**src/mts_ram.sv**
```systemverilog
// Generic single write port, single read port RAM with a registered read.
// A read at the address being written returns the old contents.
module mts_ram #(
	parameter int WIDTH = 32,
	parameter int DEPTH = 64
) (
	input  logic                     clk,
	input  logic                     we,
	input  logic [$clog2(DEPTH)-1:0] waddr,
	input  logic [WIDTH-1:0]         wdata,
	input  logic [$clog2(DEPTH)-1:0] raddr,
	output logic [WIDTH-1:0]         rdata
);

	logic [WIDTH-1:0] mem_q [DEPTH];

	always_ff @(posedge clk) begin
		if (we) begin
			mem_q[waddr] <= wdata;
		end
		rdata <= mem_q[raddr];
	end

endmodule
```
**config.mk**
```make
export PLATFORM = sky130hd
export DESIGN_NAME = mts_ram
export DESIGN_NICKNAME = d
export VERILOG_FILES = /design/src/mts_ram.sv
export SDC_FILE = /design/constraint.sdc
export NUM_CORES = 2
export LEC_CHECK = 0
export BUFFER_PORTS_ARGS = -buffer_cell sky130_fd_sc_hd__buf_2
export CORE_ASPECT_RATIO = 0.8
export CORE_MARGIN = 5
export CORE_UTILIZATION = 30
export CTS_BUF_LIST = sky130_fd_sc_hd__clkbuf_16
export DETAILED_ROUTE_END_ITERATION = 10
export HOLD_SLACK_MARGIN = 0.15
export SYNTH_ARGS = -nofsm -noshare
export SYNTH_HDL_FRONTEND = slang
export SYNTH_SLANG_ARGS = --single-unit
export TNS_END_PERCENT = 5
```
**constraint.sdc**
```tcl
create_clock -name clk -period 3.9 [get_ports clk]
set_input_delay 0.39 -clock clk [delete_from_list [all_inputs] [get_ports clk]]
set_output_delay 0.39 -clock clk [all_outputs]
set_load 0.005 [all_outputs]
```
==> flow_metrics.env <==
export IMPL_status="completed"
export IMPL_cts_sinks=2080
export IMPL_dpl_instance_area_sq_mm=0.08506
export IMPL_multi_input_area_sq_mm=0.01597
export IMPL_grt_max_degree=79
export IMPL_synth_warnings=0
export IMPL_core_area_sq_mm=0.2613
export IMPL_startpoint_type="primary input"
export IMPL_syn_area_sq_mm=0.07852
export IMPL_synth_most_common_cell="edfxtp_1"
export IMPL_hold_path_class="in -> reg"
export IMPL_fill_cells=23870
export IMPL_dieArea_sq_mm=0.2721
export IMPL_antenna_found_initial=34
export IMPL_ctsResizeCount=0
export IMPL_synthFlopType="edfxtp_1"
export IMPL_ir_drop_mv=0.4796
export IMPL_crit_fanout=19
export IMPL_comb_power_share=0.053
export IMPL_p_per_area_mw_per_mm2=496.2
export IMPL_vias=37740
export IMPL_cts_htree_levels=4
export IMPL_overflow=0
export IMPL_ys_top_cells_by_area="edfxtp_1, mux4_2, mux2i_1"
export IMPL_drt_initial_drc_count=4859
export IMPL_period_needed_ps=2678
export IMPL_detail_route_antenna_nets=0
export IMPL_postSynth_asyncResetShare=0
export IMPL_drtPass1Iterations=5
export IMPL_gp_congestion=0.7775
export IMPL_layout_drive_gt1_share=0.3039
export IMPL_period_share=0.6866
export IMPL_grt_pass1_vias=37320
export IMPL_fmax_mhz=373.4
export IMPL_ys_ff_latch=2080
export IMPL_cts_tree="done"
export IMPL_drt_vias_per_instance=5.181
export IMPL_syn_avg_cell_area_sq_um=23.62
export IMPL_finalSetupViolations=0
export IMPL_rows=168
export IMPL_synth_edf_count=2048
export IMPL_p_clk_frac=0.397
export IMPL_drc=0
export IMPL_post_place_ws_ps=394.1
export IMPL_synth_top_area_share=0.7833
export IMPL_cp_required_ps=4510
export IMPL_crit_arrival_ps=3290
export IMPL_synth_top_cells_by_count="edfxtp_1, mux4_2, nor2_1"
export IMPL_p_sw_frac=0.2152
export IMPL_syn_to_final_growth_pct=15.97
export IMPL_slew_headroom=0.08621
export IMPL_fin_cells=7284
export IMPL_grt_busiest_layer="met2"
export IMPL_fin_area_sq_mm=0.09105
export IMPL_yosysTopAreaCell="edfxtp_1"
export IMPL_numPortBuffers=77
export IMPL_endpoint_kind="register"
export IMPL_dieHeight_um=467.6
export IMPL_grtUsageTotal=0.1520
export IMPL_slew_violations=0
export IMPL_final_util=0.3485
export IMPL_p_seq_frac=0.550
export IMPL_synth_cell_type_count=34
export IMPL_ios=78
export IMPL_setup_tns_ps=0
export IMPL_dp_cells=6911
export IMPL_hold_viol=0
export IMPL_cts_buffer_depth=4
export IMPL_rsz0062_at_grt="no"
export IMPL_yosysSeqAreaShare=0.7914
export IMPL_leakage_nw=28.01
export IMPL_syn_nets=3370
export IMPL_nNetsFinal=3675
export IMPL_clock_skew_ps=46.27
export IMPL_start_util=0.3005
export IMPL_postSynthCellCount=3324
export IMPL_grt_pass1_wl_mm=294.3
export IMPL_cts_made_buffers=193
export IMPL_layout_setup_ws_ps=1222
export IMPL_p_sw_mw=9.721
export IMPL_cts_root_buf="clkbuf_16"
export IMPL_met2_usage=0.2281
export IMPL_p_int_mw=35.46
export IMPL_global_route_usage_met3=0.04370
export IMPL_die_w_um=582.0
export IMPL_wl_mm=211.1
export IMPL_grt_met1_usage=0.2197
export IMPL_insertion_delay_ps=850
export IMPL_post_dp_hpwl_mm=119.2
export IMPL_path_clk_slew_ps=60
export IMPL_tightest_slew_ps=1361
export IMPL_area_sequential_sq_mm=0.06214
export IMPL_cap_violations=0
export IMPL_setup_worst_path_class="in -> reg"
export IMPL_avgRoutedWirePerCell_um=28.99
## through the flow
stage / hold slack (ps) / total power, mW
after floorplan: 488.9 / 26.47
after global placement: 728.5 / 27.70
after detailed placement: 749.3 / 27.74
after CTS: 173.7 / 45.54
after global routing: 209.8 / 46.61
final: 207.8 / 45.18
## power groups by stage
stage / sequential [mW] / combinational [mW] / clock (mW)
floorplan: 25.3 / 1.20 / 0
global placement: 25.3 / 2.37 / 0
finish: 24.9 / 2.39 / 17.9
global route: 24.9 / 2.54 / 19.2
CTS: 24.9 / 2.41 / 18.3
detailed placement: 25.3 / 2.39 / 0
## kinds of logic after synthesis
family                 share of synthesized area
AOI/OAI and AO/OA                        0.01673
buffers and inverters                    0.01128
muxes                                     0.1679
and+or+nand+nor                          0.01265
DFF                                       0.7914
## layout make-up
class                      instances  share of cell area
antenna                           18           0.0004947
clock inverter                   153             0.01119
timing repair buffer             292             0.02931
multi-input combinational       1062              0.1754
tap                             3485             0.04789
clock buffer                     194             0.05332
sequential                      2080              0.6824
## cell usage in the layout (no fill, tap or decap), types with 49 or more instances in the layout
cell type     n
a21oi_1      62
mux4_2      544
edfxtp_1   2048
inv_1        51
mux2i_1      93
o22ai_1      84
buf_2        73
buf_4       158
nor2_4       62
clkbuf_16   194
nor2_1       75
buf_12       49
## metal layers
| layer | part of all wire | wire length, um |
|---|---|---|
| met1 | 0.42 | 89010 |
| met2 | 0.45 | 95090 |
| met3 | 0.11 | 22240 |
| met4 | 0.023 | 4755 |
| met5 | 0.00024 | 51 |
## state kept, by name, indices dropped and copies added, names as in the netlist
register / cells
rdata: 32
mem_q: 2048
## critical path, stage by stage
cell and delay [ps]:
buf_8 260, buf_12 250, buf_4 300, mux4_2 550, mux2i_1 140, nor2_1 50
a311oi_1 1030, nor3_1 280
## worst paths after layout
check / startpoint / cells past startpoint / to / slack [ps]
worst max-delay path: raddr[0] / 8 / rdata[4] / 1220
worst min-delay path: wdata[29] / 1 / mem_q[25][29] / 210
worst max register to register: mem_q[31][4] / 5 / rdata[4] / 1330
worst min register to register: mem_q[56][8] / 5 / rdata[8] / 900
## repair_timing
item	4_1_cts	5_1_grt
endpoints found under the hold margin	164	0
hold buffers	8	0
setup buffers	0	0
(Power assumes the default switching activity.)
